===== src/sv/set_assoc_lru_cache_model_unit_macros.svh =====
// Assertion macros shared by the cache model RTL.
`ifndef SET_ASSOC_LRU_CACHE_MODEL_UNIT_MACROS_SVH
`define SET_ASSOC_LRU_CACHE_MODEL_UNIT_MACROS_SVH

// Checks that the consequent holds in the same cycle as the antecedent.
`define SALRU_ASSERT_NOW(label, ante, cons, msg) \
   label: assert property (@(posedge clock) disable iff (reset) (ante) |-> (cons)) \
      else $error(msg);

// Checks that the consequent holds in the cycle after the antecedent.
`define SALRU_ASSERT_NEXT(label, ante, cons, msg) \
   label: assert property (@(posedge clock) disable iff (reset) (ante) |=> (cons)) \
      else $error(msg);

`endif


===== src/sv/salru_ram.sv =====
// Generic single-write, single-read memory with a registered read port.
module salru_ram #(
   parameter int WIDTH = 8,
   parameter int DEPTH = 16,
   localparam int AW = (DEPTH > 1) ? $clog2(DEPTH) : 1
) (
   input  logic             clock,
   input  logic             wr_en,
   input  logic [AW-1:0]    wr_addr,
   input  logic [WIDTH-1:0] wr_data,
   input  logic             rd_en,
   input  logic [AW-1:0]    rd_addr,
   output logic [WIDTH-1:0] rd_data
);

   logic [WIDTH-1:0] mem_ff [DEPTH];
   logic [WIDTH-1:0] rd_data_ff;

   // Write port and registered read port.
   always_ff @(posedge clock) begin
      if (wr_en) begin
         mem_ff[wr_addr] <= wr_data;
      end
      if (rd_en) begin
         rd_data_ff <= mem_ff[rd_addr];
      end
   end

   assign rd_data = rd_data_ff;

endmodule


===== config.mk =====
export PLATFORM = sky130hd
export DESIGN_NAME = salru_ram
export DESIGN_NICKNAME = d
export VERILOG_FILES = /design/src/sv/set_assoc_lru_cache_model_unit_macros.svh /design/src/sv/salru_ram.sv
export SDC_FILE = /design/constraint.sdc
export NUM_CORES = 1
export LEC_CHECK = 0
export BUFFER_PORTS_ARGS = -buffer_cell sky130_fd_sc_hd__clkbuf_2
export CORE_UTILIZATION = 35
export CTS_BUF_LIST = sky130_fd_sc_hd__clkbuf_8
export DETAILED_ROUTE_END_ITERATION = 12
export HOLD_SLACK_MARGIN = 0.03
export PLACE_DENSITY = 0.56
export SYNTH_ARGS = -nofsm -noshare
export SYNTH_HDL_FRONTEND = slang
export SYNTH_SLANG_ARGS = --single-unit

===== constraint.sdc =====
create_clock -name clock -period 4.6 [get_ports clock]
set_clock_uncertainty 0.05 [all_clocks]
set_input_delay 0.23 -clock clock [delete_from_list [all_inputs] [get_ports clock]]
set_output_delay 0.23 -clock clock [all_outputs]
set_load 0.02 [all_outputs]

==> reports/summary.txt, run 1 <==
Routability cong.: 0.6814
Netlist Area Pre-Place: 5228 µm²
P_int: 2.073 mW
Clk sink count: 136
Switching share of power: 0.1952
Rows: 44
# resized after CTS: 0
Maxcap violations: 0
Core area: 14530 µm²
FF+latch area: 4084 µm²
Post-Place Setup Slack: 2112 ps
Footprint of the multi-input gates: 1072 µm²
Total CTS buffers: 17
Post-Route M1 WL: 4704 µm
Number of global-route vias before repair: 2427
Worst setup margin: 2620 ps
Clock Pin Slew Worst Setup and Hold Paths: 80 ps
Synth Instances: 229
Syn-to-layout area delta: 14.10%
Run status: complete, no violations
Commonest cells in the netlist: edfxtp_1 (136), mux4_2 (18), a22oi_1 (16)
Register bit total from synthesis: 136
Worst setup EP type: register
Setup TNS: 0 ps
Ant. Diodes: 0
Psw: 0.5028 mW
Overflow after GRT: 0
Largest area contributor in the netlist: edfxtp_1
Final Slew Violations: 0
CP max FO: 21
Number of cells on the critical path: 5
Beginning of the worst hold path: rd_en
Worst-skew pair later-pin latency: 420 ps
DP HPWL: 6658 µm
Worst slew pin tran: 1102 ps
Synth area leaders: edfxtp_1 (78%), mux4_2 (7.8%), mux4_1 (7.0%)
Crit path kind: in -> reg
Slowest stage delay, CP: 610 ps
Post-synth ARST share: 0
Worst VDD drop: 0.3115 mV
Post-synth EDFFs: 136
Crit path max-delay family: buffers and inverters
Port bufs: 26
Drt via density: 5.024
Filler cell count: 1291
Cell Chain, Critical Path: clkbuf_2, buf_4, mux4_1, a22oi_1, nand2_1
Critical Path End: rd_data[5]
Die width: 124.2 µm
Placed Area: 5539 µm²
First DRT Iteration DRCs: 154
Detailed-routed wire length on met2: 5003 µm
First-pass GRT wire length: 15100 µm
Fmax achieved: 505.0 MHz
Share of layout cells above drive strength 1: 0.2714
Critical Path Start Type: primary input
Synth unique cells: 18
Crit path buffers/inverters: 2
Arr. time, crit path: 2100 ps
Num ports: 27
Tmin final: 1980 ps
Most common cell in the netlist: edfxtp_1
Relative slew slack: 0.2629
Antenna violations before repair: 0
Pin count of the biggest net entering global routing: 33
# hold bufs at CTS: 0
Worst hold path class: in -> reg
Power Density: 431.9 nW/µm²
Antenna viol nets, final: 0
CTS H-tree lvls: 4
Die Span Y: 124.2 µm
Vias post-DR: 2331
RSZ-0062 raised after global routing: false
R2r setup slk: 2890 ps
Die ar.: 15430 µm²
Yosys warning count: 0
Setup crit start: rd_addr[0]
CTS tree: built
Final Setup Violations: 0
Clock Root Buffer: clkbuf_8
Sequential area share after synthesis: 0.7812
Worst r2r src: mem_ff[3][4]
Starting Density: 0.3597
Worst r2r dst: rd_data[4]
Ys flop type: edfxtp_1
1st-pass router iterations: 4
Final cycle utilization of the critical path: 0.4305
Worst path required time: 4720 ps
WL/cell: 22.07 µm
Clk pwr share: 0.406
Clock buffer depth: 2
Global Route Usage Sum: 0.1404
Worst r2r path cells: 3
Remaining DRCs: 0
Post-CTS setup buffers: 0
Fin area: 5964 µm²
Highest routed layer: met4
Post-Route WL: 10240 µm
Synth top area share: 0.7812
Avg Inst Size Synth: 22.83 µm²
Fin. Hold Viols: 0
Reg power frac: 0.544
Syn_nets: 248
Slowest cell on the critical path: clkbuf_2
Comb pwr share: 0.050
Fin nets: 286
Leak: 1.960 nW
Met3 wire length: 491 µm
[cell usage in the layout, fill, tap and decap left out, drive strengths merged]
cell type and count:
and2b 1, and2 1, or3b 1, edfxtp 136
inv 3, nor2b 1, buf 3, nand2b 2
nand3b 2, clkbuf 43, bufinv 5, nor2 13
nand2 9, a22oi 16, nand3 1, clkinv 7
nor3 4, mux4 32
[logic make-up after synthesis]
family,after synthesis,share of synthesized area
AND/OR/NAND/NOR,35,0.03136
multiplexers,32,0.1479
buffers and inverters,10,0.01651
flip-flops,136,0.7812
AO/OA/AOI/OAI,16,0.02298
[through the flow]
step / hold WS, ps / util / total power [mW] / std cells
6_report: 150.0 / 0.4104 / 2.576 / 464
5_1_grt: 116.5 / 0.4104 / 2.654 / 464
4_1_cts: 116.6 / 0.4104 / 2.600 / 464
3_5_place_dp: 586.2 / 0.3811 / 1.561 / 432
3_3_place_gp: 591.3 / 0.3811 / 1.559 / 432
2_1_floorplan: 278.9 / - / 1.506 / 229
[cell type report]
class                   instances  share of cell area
well taps                     184             0.03860
repair buffers                 29             0.02559
flip-flops and latches        136              0.6847
clock inverters                15             0.03210
multi-input cells              83              0.1798
clock buffers                  17             0.03923
[worst reg2reg max path, delay by kind of cell (launching register included)]
kind | cells | cell delay (ps)
AO/OA/AOI/OAI | 1 | 470
flip-flops | 1 | 360
multiplexers | 1 | 490
AND/OR/NAND/NOR | 1 | 100
[power groups by stage]
stage	Combinational (mW)	Clock, mW	Sequential [mW]
after floorplan	0.0705	0	1.44
after global placement	0.129	0	1.43
after detailed placement	0.131	0	1.43
after CTS	0.131	1.07	1.40
after global routing	0.139	1.11	1.40
final	0.128	1.05	1.40
[flip-flops by register name, indices dropped and copies added, names as in the netlist]
signal   flops
mem_ff     128
rd_data      8
[worst min path at each step]
stage | end | slack (ps) | cells after the start
final | rd_data[1] | 150 | 1
after global routing | rd_data[1] | 120 | 1
after CTS | rd_data[1] | 120 | 1
after detailed placement | rd_data[1] | 590 | 1
after global placement | rd_data[1] | 590 | 1
after floorplan | mem_ff[0][0] | 280 | 0
[layer usage]
metal	vias up	GRT usage
li1	1055	-
met1	1214	0.1900
met2	60	0.2116
met3	2	0.04224
met4	0	0.05741
met5	-	0
(Power assumes the default switching activity.)
==> run 2: changes to the inputs <==
- PLACE_DENSITY: 0.56 -> 0.58
- clock period: 4.6 -> 1.65 ns (I/O delays scaled with it)
==> reports/summary.txt, run 2 (synthesis results as in run 1) <==
Run status: complete, no violations
Relative slew slack: 0.5040
CTS tree: built
Total power: 6.590 mW
Total CTS buffers: 17
Cell Chain, Critical Path: mux4_1, a22oi_1, nand2_1
Reg power frac: 0.594
Port bufs: 26
Antenna viol nets, final: 0
CTS H-tree lvls: 4
Core area: 14530 µm²
Max reg flops: 128
CP max FO: 1
Largest Register: mem_ff
1st-pass router iterations: 4
Syn-to-layout area delta: 16.04%
Arr. time, crit path: 1680 ps
Clk pwr share: 0.348
Worst path required time: 1770 ps
Worst VDD drop: 0.4667 mV
Worst setup EP type: register
Hold slack: 43.72 ps
Overflow after GRT: 0
First DRT Iteration DRCs: 128
Antenna violations before repair: 1
Switching share of power: 0.2125
Number of global-route vias before repair: 2642
Post-Layout Cell Count: 486
Final cycle utilization of the critical path: 0.9462
Pin count of the biggest net entering global routing: 19
Fin nets: 308
Global Route Usage Sum: 0.1447
Leak: 2.038 nW
P_int: 5.189 mW
Fin. Hold Viols: 0
Setup TNS: 0 ps
Die width: 124.2 µm
Clk sink count: 136
Clock Root Buffer: clkbuf_8
Clock Pin Slew Worst Setup and Hold Paths: 70 ps
Worst slew pin tran: 742.5 ps
WL/cell: 21.05 µm
Routability cong.: 0.7292
First-pass GRT wire length: 15880 µm
Comb pwr share: 0.059
Rows: 44
Tmin final: 1561 ps
R2r setup slk: 90 ps
Footprint of the multi-input gates: 1057 µm²
Worst hold path class: in -> reg
Die ar.: 15430 µm²
Worst r2r path cells: 3
Worst-skew pair later-pin latency: 430 ps
Vias post-DR: 2457
Worst r2r dst: rd_data[4]
Share of layout cells above drive strength 1: 0.3123
Final Slew Violations: 0
Psw: 1.401 mW
Drt via density: 5.056
# resized after CTS: 0
Critical Path End: rd_data[4]
Worst r2r src: mem_ff[9][4]
Power Density: 1086 nW/µm²
Slowest cell on the critical path: mux4_1
Starting Density: 0.3597
Slowest stage delay, CP: 510 ps
DP HPWL: 6845 µm
RSZ-0062 raised after global routing: false
Remaining DRCs: 0
Num ports: 27
Commonest non-fill, non-tap cell in the layout: edfxtp_1
Post-Route WL: 10230 µm
Fmax achieved: 640.5 MHz
Post-Place Cells: 451
Clock buffer depth: 2
Filler cell count: 1330
Most frequent cells in the layout: edfxtp_1 (136), clkbuf_2 (26), buf_4 (19)
Die Span Y: 124.2 µm
Maxcap violations: 0
Critical Path Start Type: register
Crit path kind: reg -> reg
Final Setup Violations: 0
FF+latch area: 4084 µm²
Setup crit start: mem_ff[9][4]
-- run 2: layout make-up --
type,count,share of cell area
clock buffers,17,0.03857
repair buffers,51,0.05982
diodes,1,0.0004125
well taps,184,0.03795
multi-input cells,83,0.1743
clock inverters,14,0.01568
flip-flops and latches,136,0.6733
-- run 2: power groups by stage --
stage,clock network (mW),logic [mW],registers (mW)
finish,2.29,0.386,3.91
global route,2.49,0.420,3.92
CTS,2.36,0.394,3.91
detailed placement,0,0.388,3.99
global placement,0,0.382,3.99
floorplan,0,0.196,4.00
-- run 2: critical path: cells and delay by family (launching register included) --
kind            cells  cell delay, ps
mux                 1             510
flops               1             380
compound gates      1             290
simple gates        1              80
-- run 2: timing repair --
action	CTS	global route
buffers inserted	0	0
hold buffers	3	0
hold endpoints to repair	31	0
-- run 2: metal layers --
layer / part of all wire / up-vias / global-route usage
li1: - / 1097 / -
met3: 0.055 / 6 / 0.04440
met5: 0 / - / 0
met1: 0.45 / 1286 / 0.1925
met2: 0.48 / 68 / 0.2207
met4: 0.0089 / 0 / 0.05953
-- run 2: per-stage QoR --
step           utilization  setup WS (ps)  instance area, µm²
6_report            0.4174          88.74                6066
4_1_cts             0.4172          98.80                6063
3_3_place_gp        0.3925         -36.43                5704
3_5_place_dp        0.3925         -39.90                5704
2_1_floorplan            -          24.63                5228
5_1_grt             0.4172          26.67                6063
-- run 2: worst min-delay path by stage --
stage	start	endpoint	slack [ps]	depth (start not counted)
after CTS	wr_data[7]	mem_ff[3][7]	30	1
after global routing	wr_data[7]	mem_ff[3][7]	40	1
after detailed placement	rd_en	rd_data[1]	470	1
final	wr_data[7]	mem_ff[1][7]	40	1
after global placement	rd_en	rd_data[5]	470	1
after floorplan	wr_data[0]	mem_ff[0][0]	130	0
