### config.mk
export PLATFORM = sky130hd
export DESIGN_NAME = salru_way_scan
export DESIGN_NICKNAME = d
export VERILOG_FILES = /design/src/sv/set_assoc_lru_cache_model_unit_macros.svh /design/src/sv/salru_pkg.sv /design/src/sv/salru_way_scan.sv
export SDC_FILE = /design/constraint.sdc
export NUM_CORES = 1
export LEC_CHECK = 0
export BUFFER_PORTS_ARGS = -buffer_cell sky130_fd_sc_hd__buf_2
export CELL_PAD_IN_SITES_DETAIL_PLACEMENT = 1
export CELL_PAD_IN_SITES_GLOBAL_PLACEMENT = 1
export CORE_UTILIZATION = 32
export DETAILED_ROUTE_END_ITERATION = 8
export PLACE_DENSITY_LB_ADDON = 0.25
export SYNTH_ARGS = -nofsm -noshare
export SYNTH_HDL_FRONTEND = slang
export SYNTH_SLANG_ARGS = --single-unit
### constraint.sdc
create_clock -name clock -period 4.18 [get_ports clock]
set_input_delay 0.627 -clock clock [delete_from_list [all_inputs] [get_ports clock]]
set_output_delay 0.627 -clock clock [all_outputs]
set_load 0.01 [all_outputs]
### src/sv/set_assoc_lru_cache_model_unit_macros.svh
// Assertion macros shared by the cache model RTL.
`ifndef SET_ASSOC_LRU_CACHE_MODEL_UNIT_MACROS_SVH
`define SET_ASSOC_LRU_CACHE_MODEL_UNIT_MACROS_SVH

// Checks that the consequent holds in the same cycle as the antecedent.
`define SALRU_ASSERT_NOW(label, ante, cons, msg) \
   label: assert property (@(posedge clock) disable iff (reset) (ante) |-> (cons)) \
      else $error(msg);

// Checks that the consequent holds in the cycle after the antecedent.
`define SALRU_ASSERT_NEXT(label, ante, cons, msg) \
   label: assert property (@(posedge clock) disable iff (reset) (ante) |=> (cons)) \
      else $error(msg);

`endif

### src/sv/salru_pkg.sv
// Shared types and constants of the set-associative LRU cache model.
package salru_pkg;

   // Fixed field widths.
   localparam int TAG_WIDTH   = 64;
   localparam int COUNT_WIDTH = 32;

   // Operation codes of an input item.
   typedef enum logic [1:0] {
      OP_LOAD   = 2'd0,
      OP_STORE  = 2'd1,
      OP_MODIFY = 2'd2,
      OP_IFETCH = 2'd3
   } op_type;

   // Configuration register indexes.
   localparam logic [1:0] CSR_SET_BITS    = 2'd0;
   localparam logic [1:0] CSR_BLOCK_BITS  = 2'd1;
   localparam logic [1:0] CSR_WAYS_IN_USE = 2'd2;

   // Configuration reset values.
   localparam logic [2:0] SET_BITS_RESET    = 3'd4;
   localparam logic [5:0] BLOCK_BITS_RESET  = 6'd4;
   localparam logic [3:0] WAYS_IN_USE_RESET = 4'd1;

   // Step control from the sequencer to the way scanner.
   typedef struct packed {
      logic step;
      logic first;
   } scan_ctrl_type;

   // Scanner status back to the sequencer.
   typedef struct packed {
      logic hit_now;
      logic hit;
      logic evict;
   } scan_status_type;

endpackage

### src/sv/salru_way_scan.sv
// Way scanner: compares one line a step and keeps the hit, victim and eviction state.
module salru_way_scan import salru_pkg::*; #(
   parameter int WAY_W       = 3,
   parameter int STAMP_WIDTH = 32
) (
   input  logic                   clock,
   input  logic                   reset,
   input  scan_ctrl_type          ctrl,
   input  logic [WAY_W-1:0]       way,
   input  logic                   line_valid,
   input  logic [TAG_WIDTH-1:0]   line_tag,
   input  logic [STAMP_WIDTH-1:0] line_stamp,
   input  logic [TAG_WIDTH-1:0]   ref_tag,
   output scan_status_type        status,
   output logic [WAY_W-1:0]       pick_way
);

   logic                   hit_ff, hit_in;
   logic                   evict_ff, evict_in;
   logic [WAY_W-1:0]       pick_ff, pick_in;
   logic [STAMP_WIDTH-1:0] pick_stamp_ff, pick_stamp_in;
   logic                   match;
   logic [STAMP_WIDTH-1:0] base_stamp;

   assign match      = line_valid && (line_tag == ref_tag);
   assign base_stamp = ctrl.first ? line_stamp : pick_stamp_ff;

   // One scan step: a matching line wins, else an invalid line, else the oldest stamp.
   always_comb begin
      hit_in        = hit_ff;
      evict_in      = evict_ff;
      pick_in       = pick_ff;
      pick_stamp_in = pick_stamp_ff;
      if (ctrl.step) begin
         if (ctrl.first) begin
            hit_in        = 1'b0;
            evict_in      = line_valid;
            pick_in       = way;
            pick_stamp_in = line_stamp;
         end
         if (match) begin
            hit_in   = 1'b1;
            evict_in = 1'b0;
            pick_in  = way;
         end else if (!line_valid) begin
            evict_in      = 1'b0;
            pick_in       = way;
            pick_stamp_in = line_stamp;
         end else if (line_stamp < base_stamp) begin
            pick_in       = way;
            pick_stamp_in = line_stamp;
         end
      end
   end

   // Scan state registers.
   always_ff @(posedge clock) begin
      if (reset) begin
         hit_ff   <= 1'b0;
         evict_ff <= 1'b0;
      end else begin
         hit_ff   <= hit_in;
         evict_ff <= evict_in;
      end
      pick_ff       <= pick_in;
      pick_stamp_ff <= pick_stamp_in;
   end

   assign status.hit_now = ctrl.step && match;
   assign status.hit     = hit_ff;
   assign status.evict   = evict_ff;
   assign pick_way       = pick_ff;

endmodule
==> impl_results.rst, run 1 <==
.. list-table::
   :header-rows: 1

   * - Metric
     - Value
   * - Run status
     - complete, no violations
   * - Crit path required time
     - 4.32 ns
   * - EDFF count, synth
     - 35
   * - Clock power frac
     - 0.290
   * - Core area
     - 10300 um2
   * - Clock tree root driver cell
     - sky130_fd_sc_hd__clkbuf_8
   * - Vert. Die Dim
     - 105 um
   * - Setup repair bufs after CTS
     - 0
   * - Final antenna-violating net count
     - 0
   * - Combinational group share of total power
     - 0.312
   * - Most used DFF post-synth
     - sky130_fd_sc_hd__edfxtp_1
   * - DIE WIDTH
     - 105 um
   * - Number of diodes added for antenna fixing
     - 0
   * - Placed wire-length estimate
     - 8320 um
   * - Switching share of power
     - 0.297
   * - Total nets after synthesis
     - 515
   * - Capture point of the critical path
     - pick_stamp_ff[25]
   * - Pin count of the biggest net entering global routing
     - 27
   * - Number of clock buffers inserted by TritonCTS
     - 5
   * - Max Buffers Root-to-Sink
     - 2
   * - Bufs and invs on worst path
     - 3
   * - Initial core utilization
     - 0.329
   * - Routed WL per cell
     - 15.3 um
   * - GPL Wtd Cong
     - 0.795
   * - Remaining routing DRC violations
     - 0
   * - Via count of the first global-routing pass
     - 3458
   * - Overflow left after global routing
     - 0
   * - Class of the most critical hold timing path
     - input port to flip-flop
   * - Transition time at the pin with the least slew margin
     - 0.604 ns
   * - FF-to-FF End
     - pick_stamp_ff[25]
   * - Number of optimization iterations in the first detailed-route pass
     - 4
   * - Num rows
     - 37
   * - Highest cell delay on the worst timing path
     - 0.44 ns
   * - Sequential cell area fraction in the yosys report
     - 0.321
   * - Minimum setup slack among reg-to-reg paths
     - 1.24 ns
   * - Synth Instances
     - 316
   * - Number of slew-limit violations in the final report
     - 0
   * - Cell area power density
     - 253 nW/um2
   * - Switching Power
     - 0.337 mW
   * - Synthesis Warnings
     - 0
   * - Max-Cap Viols
     - 0
   * - Worst relative slew slack
     - 0.598
   * - Worst supply voltage drop on vdd
     - 137 uV
   * - Leak pwr
     - 2.41 nW
   * - Initial antenna violation count
     - 0
   * - Worst path slowest cell
     - sky130_fd_sc_hd__buf_2
   * - Count of state elements after synthesis
     - 37
   * - Internal power component
     - 0.799 mW
   * - Portion of total power attributed to sequential cells
     - 0.399
   * - TritonCTS clock tree
     - yes
   * - Worst-path cell chain
     - buf_2 -> buf_4 -> mux2i_1 -> ha_1 -> a21o_1 -> a21oi_1 -> and2b_2 -> a2111o_1 -> o31ai_4 -> buf_4 -> mux2i_1
   * - Vias per Instance
     - 4.77
   * - Clock net sink count
     - 37
   * - Critical Path Source Type
     - input port
   * - Cell variety after synth
     - 36
   * - Count of cells along the worst register-to-register path
     - 9
   * - Total cell area at the placement stage
     - 4380 um2
   * - Final total negative setup slack
     - 0 ns
   * - WP data arrival
     - 3.69 ns
   * - Nets
     - 692
   * - Insertion delay of the later-clocked pin in the worst-skew pair
     - 0.31 ns
   * - # setup viols final
     - 0
   * - Area of the die
     - 11000 um2
   * - Crit path max fanout
     - 19
   * - Count of vias placed by the detailed router
     - 3006
   * - Number of top-level pins
     - 174
   * - Reg2reg start
     - pick_stamp_ff[17]
   * - Crit Path Class
     - input port to flip-flop
   * - Async set-reset flop share out of synthesis
     - 0
   * - Total global routing track utilization
     - 0.185
   * - Detailed Route Iter0 Violations
     - 86
   * - Cell count along the critical path
     - 11
   * - Number of instances resized during post-cts repair
     - 0
   * - Hold Path Depth
     - 1
   * - Wire length of the first global-routing pass
     - 16100 um
   * - WL final
     - 9670 um
   * - RSZ-0062 raised after global routing
     - false
   * - Hold violation total from the final report
     - 0
   * - Avg Inst Size Synth
     - 10.8 um2
   * - Clock Skew
     - 0.0144 ns
   * - Hold buffer count at cts
     - 0
   * - Cell area after layout
     - 4500 um2
   * - H-tree levels
     - 2
   * - Synthesis-to-layout area growth
     - 32.3%
   * - Worst setup startpoint
     - ctrl[0]
   * - Kind of cell adding the most delay to the critical path
     - buffers and inverters
   * - Crit path time final
     - 3.54 ns
   * - Fraction of final layout cells with drive strength greater than 1
     - 0.393
   * - Share of the clock period used by the worst path after layout
     - 0.848
   * - Count of input and output buffers
     - 173
   * - Category of the worst setup path capture point
     - flip-flop
   * - Post-synthesis instance area
     - 3400 um2
   * - Max Clk Rate
     - 282 MHz
   * - Clk pin slew, worst setup/hold paths
     - 0.08 ns
==> cells in the mapped netlist, types with 2 or more instances <==
cell                       count  area [um2]
sky130_fd_sc_hd__nor4_1       17         106
sky130_fd_sc_hd__buf_4         2        15.0
sky130_fd_sc_hd__nand4_1       9        56.3
sky130_fd_sc_hd__mux2i_1      62         621
sky130_fd_sc_hd__o21ai_0       4        20.0
sky130_fd_sc_hd__a21o_1        2        15.0
sky130_fd_sc_hd__ha_1         31         388
sky130_fd_sc_hd__buf_6         6        67.6
sky130_fd_sc_hd__nand3_1       4        20.0
sky130_fd_sc_hd__inv_1        34         128
sky130_fd_sc_hd__nand2_1       6        22.5
sky130_fd_sc_hd__dfxtp_1       2        40.0
sky130_fd_sc_hd__xor2_1       64         561
sky130_fd_sc_hd__nor2_1        6        22.5
sky130_fd_sc_hd__edfxtp_1     35        1050
sky130_fd_sc_hd__a21oi_1      11        55.1
sky130_fd_sc_hd__a21oi_2       2        17.5
==> worst min-delay path by stage <==
| stage | start | end | slack (ns) |
|---|---|---|---|
| floorplan | hit_ff | hit_ff | 0.45 |
| global placement | hit_ff | hit_ff | 0.47 |
| detailed placement | hit_ff | hit_ff | 0.49 |
| CTS | way[2] | pick_way[2] | 0.48 |
| global route | way[2] | pick_way[2] | 0.48 |
| finish | way[2] | pick_way[2] | 0.50 |
==> registers in the layout, summed over array words and instances (netlist names) <==
signal         flops
pick_way           3
pick_stamp_ff     32
evict_ff           1
hit_ff             1
==> cell usage in the layout (no fill, tap or decap), drive strengths merged, types with 2 or more instances in the layout <==
| cell | instances |
|---|---|
| a21o | 2 |
| dfxtp | 2 |
| ha | 31 |
| clkbuf | 5 |
| nor2 | 6 |
| and4 | 2 |
| buf | 179 |
| o21ai | 5 |
| xor2 | 64 |
| nor4 | 18 |
| nand2 | 6 |
| a21oi | 13 |
| mux2i | 62 |
| nand4 | 9 |
| inv | 34 |
| nand3 | 4 |
| edfxtp | 35 |
==> stage by stage <==
stage,hold slack (ns),util,cells,power (mW),setup slack [ns]
after floorplan,0.455,-,316,0.666,0.906
after global placement,0.471,0.425,622,0.804,0.430
after detailed placement,0.487,0.425,622,0.820,0.312
after CTS,0.485,0.436,630,1.15,0.632
after global routing,0.481,0.436,630,1.21,0.456
final,0.499,0.436,630,1.14,0.637
==> power groups by stage <==
stage / clock, mW / combinational (mW) / sequential (mW)
final: 0.329 / 0.354 / 0.453
after global routing: 0.354 / 0.400 / 0.456
after CTS: 0.339 / 0.361 / 0.453
after detailed placement: 0 / 0.359 / 0.461
after global placement: 0 / 0.344 / 0.460
after floorplan: 0 / 0.208 / 0.459
==> final cells by class <==
class / instances / area (um2)
Inverter: 34 / 128
Clock inverter: 3 / 46.3
Clock buffer: 5 / 68.8
Sequential cell: 37 / 1090
Timing Repair Buffer: 179 / 911
Multi-Input combinational cell: 236 / 2080
Tap cell: 136 / 170
Fill cell: 1248 / 5820
==> cell families (layout without fill, tap and decap cells) <==
| logic type | count (synthesis) | in the layout | share of synthesized area |
|---|---|---|---|
| compound gates | 29 | 29 | 0.0611 |
| xor+xnor | 64 | 64 | 0.165 |
| fa+ha+maj | 31 | 31 | 0.114 |
| buf+inv | 43 | 221 | 0.0662 |
| flops | 37 | 37 | 0.321 |
| mux | 63 | 63 | 0.186 |
| simple gates | 49 | 49 | 0.0872 |
==> layer usage <==
| layer | part of all wire | vias up | GRT usage |
|---|---|---|---|
| li1 | - | 1501 | - |
| met1 | 0.38 | 1390 | 0.197 |
| met2 | 0.53 | 99 | 0.349 |
| met3 | 0.064 | 16 | 0.0549 |
| met4 | 0.020 | 0 | 0.0533 |
| met5 | 0 | - | 0 |
No activity file was read; power rests on OpenSTA's default activity.
==> inputs of run 2 (changes only) <==
CORE_UTILIZATION = 31   (was 32)
clock period = 3.2 ns   (was 4.18 ns; I/O delays follow)
==> run 2 against run 1 <==
Effect of this change: worst hold slack got worse by 0.14 ns; total power rose by 25%; via count rose by 3.5%; critical path depth rose by 2; combinational power rose by 43%; critical endpoint is now pick_stamp_ff[1]; critical path type unchanged; sequential share of layout area fell by 0.68 points.
==> impl_results.rst, run 2 (synthesis results as in run 1) <==
.. list-table::
   :header-rows: 1

   * - Metric
     - Value
   * - Run status
     - complete, no violations
   * - Final antenna-violating net count
     - 0
   * - Crit path time final
     - 3.03 ns
   * - Reg2reg start
     - pick_stamp_ff[19]
   * - Crit path max fanout
     - 11
   * - WL final
     - 10400 um
   * - TritonCTS clock tree
     - yes
   * - Critical Path Source Type
     - input port
   * - Vert. Die Dim
     - 107 um
   * - Count of input and output buffers
     - 173
   * - Max Buffers Root-to-Sink
     - 2
   * - Detailed Route Iter0 Violations
     - 48
   * - Leak pwr
     - 2.50 nW
   * - Placed Cells incl. Taps
     - 637
   * - Crit path required time
     - 3.33 ns
   * - Nets
     - 709
   * - Category of the worst setup path capture point
     - flip-flop
   * - Num rows
     - 37
   * - Layout filler cell count
     - 1275
   * - Startpoint of the lowest-slack hold path
     - reset
   * - DIE WIDTH
     - 107 um
   * - Clock Skew
     - 0.00806 ns
   * - Worst path slowest cell
     - sky130_fd_sc_hd__a221oi_1
   * - Total area of multi-input combinational cells
     - 2090 um2
   * - Final Non-Filler Cells
     - 646
   * - Worst-path cell chain
     - clkbuf_4 -> buf_4 -> buf_4 -> mux2i_1 -> ha_1 -> a21oi_1 -> o21ai_0 -> a221oi_1 -> a21oi_2 -> o31ai_4 -> buf_4 -> buf_12 -> mux2i_1
   * - Number of slew-limit violations in the final report
     - 0
   * - Clock tree root driver cell
     - sky130_fd_sc_hd__clkbuf_8
   * - Number of top-level pins
     - 174
   * - Fraction of final layout cells with drive strength greater than 1
     - 0.410
   * - Placed wire-length estimate
     - 8970 um
   * - Number of clock buffers inserted by TritonCTS
     - 5
   * - Remaining routing DRC violations
     - 0
   * - Vias per Instance
     - 4.82
   * - Commonest cells after routing, fill and taps aside
     - sky130_fd_sc_hd__buf_2 (172), sky130_fd_sc_hd__xor2_1 (64), sky130_fd_sc_hd__mux2i_1 (62), sky130_fd_sc_hd__edfxtp_1 (35), sky130_fd_sc_hd__inv_1 (34)
   * - Worst relative slew slack
     - 0.668
   * - Count of vias placed by the detailed router
     - 3112
   * - Via count of the first global-routing pass
     - 3453
   * - Total global routing track utilization
     - 0.188
   * - H-tree levels
     - 2
   * - Initial antenna violation count
     - 0
   * - Worst supply voltage drop on vdd
     - 157 uV
   * - Cell area power density
     - 306 nW/um2
   * - Hold Path Depth
     - 2
   * - Core area
     - 10500 um2
   * - Number of optimization iterations in the first detailed-route pass
     - 4
   * - Class of the most critical hold timing path
     - input port to flip-flop
   * - Max FFs per register
     - 32
   * - Initial core utilization
     - 0.325
   * - Dpl ws
     - -0.258 ns
   * - # setup viols final
     - 0
   * - Insertion delay of the later-clocked pin in the worst-skew pair
     - 0.29 ns
   * - Final critical-path setup slack
     - 0.167 ns
   * - Clk pin slew, worst setup/hold paths
     - 0.07 ns
   * - Wire length of the first global-routing pass
     - 16500 um
   * - Pin count of the biggest net entering global routing
     - 23
   * - Max-Cap Viols
     - 0
   * - Terminating pin of the worst hold path
     - hit_ff
   * - Hold buffer count at cts
     - 0
   * - Routed WL per cell
     - 16.1 um
   * - Count of cells along the worst register-to-register path
     - 8
   * - Highest cell delay on the worst timing path
     - 0.41 ns
   * - Commonest non-fill, non-tap cell in the layout
     - sky130_fd_sc_hd__buf_2
   * - Max Clk Rate
     - 330 MHz
   * - Synthesis-to-layout area growth
     - 36.1%
   * - Area of the die
     - 11400 um2
   * - RSZ-0062 raised after global routing
     - false
   * - Register ranked first by flip-flop count
     - pick_stamp_ff
   * - CP most frequent cell
     - sky130_fd_sc_hd__buf_4
   * - WP data arrival
     - 3.16 ns
   * - GPL Wtd Cong
     - 0.828
   * - Clock net sink count
     - 37
   * - Share of the clock period used by the worst path after layout
     - 0.948
   * - Sequential cell area
     - 1090 um2
   * - FF-to-FF End
     - pick_stamp_ff[0]
   * - Hold violation total from the final report
     - 0
   * - Number of diodes added for antenna fixing
     - 0
   * - Transition time at the pin with the least slew margin
     - 0.494 ns
   * - Minimum setup slack among reg-to-reg paths
     - 0.36 ns
   * - Crit Path Class
     - input port to flip-flop
   * - Overflow left after global routing
     - 0
## run 2: routing by layer
| layer | vias up | track usage | part of all wire |
|---|---|---|---|
| met3 | 18 | 0.0383 | 0.048 |
| met4 | 0 | 0.0528 | 0.018 |
| met2 | 97 | 0.372 | 0.55 |
| met1 | 1460 | 0.197 | 0.38 |
| li1 | 1537 | - | - |
| met5 | - | 0 | 0 |
## run 2: final cells by class
class	count	share of cell area
Tap cell	136	0.0368
Multi-Input combinational cell	236	0.451
Inverter	34	0.0276
Sequential cell	37	0.236
Timing Repair Buffer	196	0.232
Clock buffer	6	0.0157
Clock inverter	1	0.000811
## run 2: metrics by stage
stage                     instance area (um2)  hold WS, ns   util  power [mW]  setup TNS [ns]
after CTS                                4590        0.352  0.438        1.43               0
after detailed placement                 4510        0.502  0.431        1.10           -7.39
after global routing                     4630        0.347  0.442        1.51               0
after floorplan                          3400        0.455      -       0.871               0
final                                    4630        0.363  0.442        1.42               0
after global placement                   4510        0.469  0.431        1.08           -4.30
## run 2: worst max-delay path by stage
stage,start,end,slack (ns),cells after the start
2_1_floorplan,ctrl[0],pick_stamp_ff[0],0.07,10
3_3_place_gp,ctrl[0],pick_stamp_ff[0],-0.15,11
3_5_place_dp,ctrl[0],pick_stamp_ff[18],-0.26,10
4_1_cts,ctrl[0],pick_stamp_ff[18],0.04,10
5_1_grt,ctrl[0],pick_stamp_ff[23],0.008,13
6_report,ctrl[0],pick_stamp_ff[1],0.17,13
## run 2: repair_timing
item / in CTS / in global routing
resized for setup: 0 / 3
endpoints found under the setup margin: 0 / 32
setup buffers: 0 / 1
## run 2: critical path: cells and delay by family
family,cells,cell delay [ns]
AO/OA/AOI/OAI,5,1.06
buffers and inverters,5,0.87
multiplexers,2,0.46
adder cells (fa/ha/maj),1,0.28
## run 2: power by group
part	leakage (nW)	switching, mW	internal [mW]	total (mW)
Combinational	2.10	0.246	0.260	0.506
Sequential	0.359	0.0120	0.580	0.592
Clock	0.0387	0.173	0.147	0.320
Total	2.50	0.431	0.987	1.42
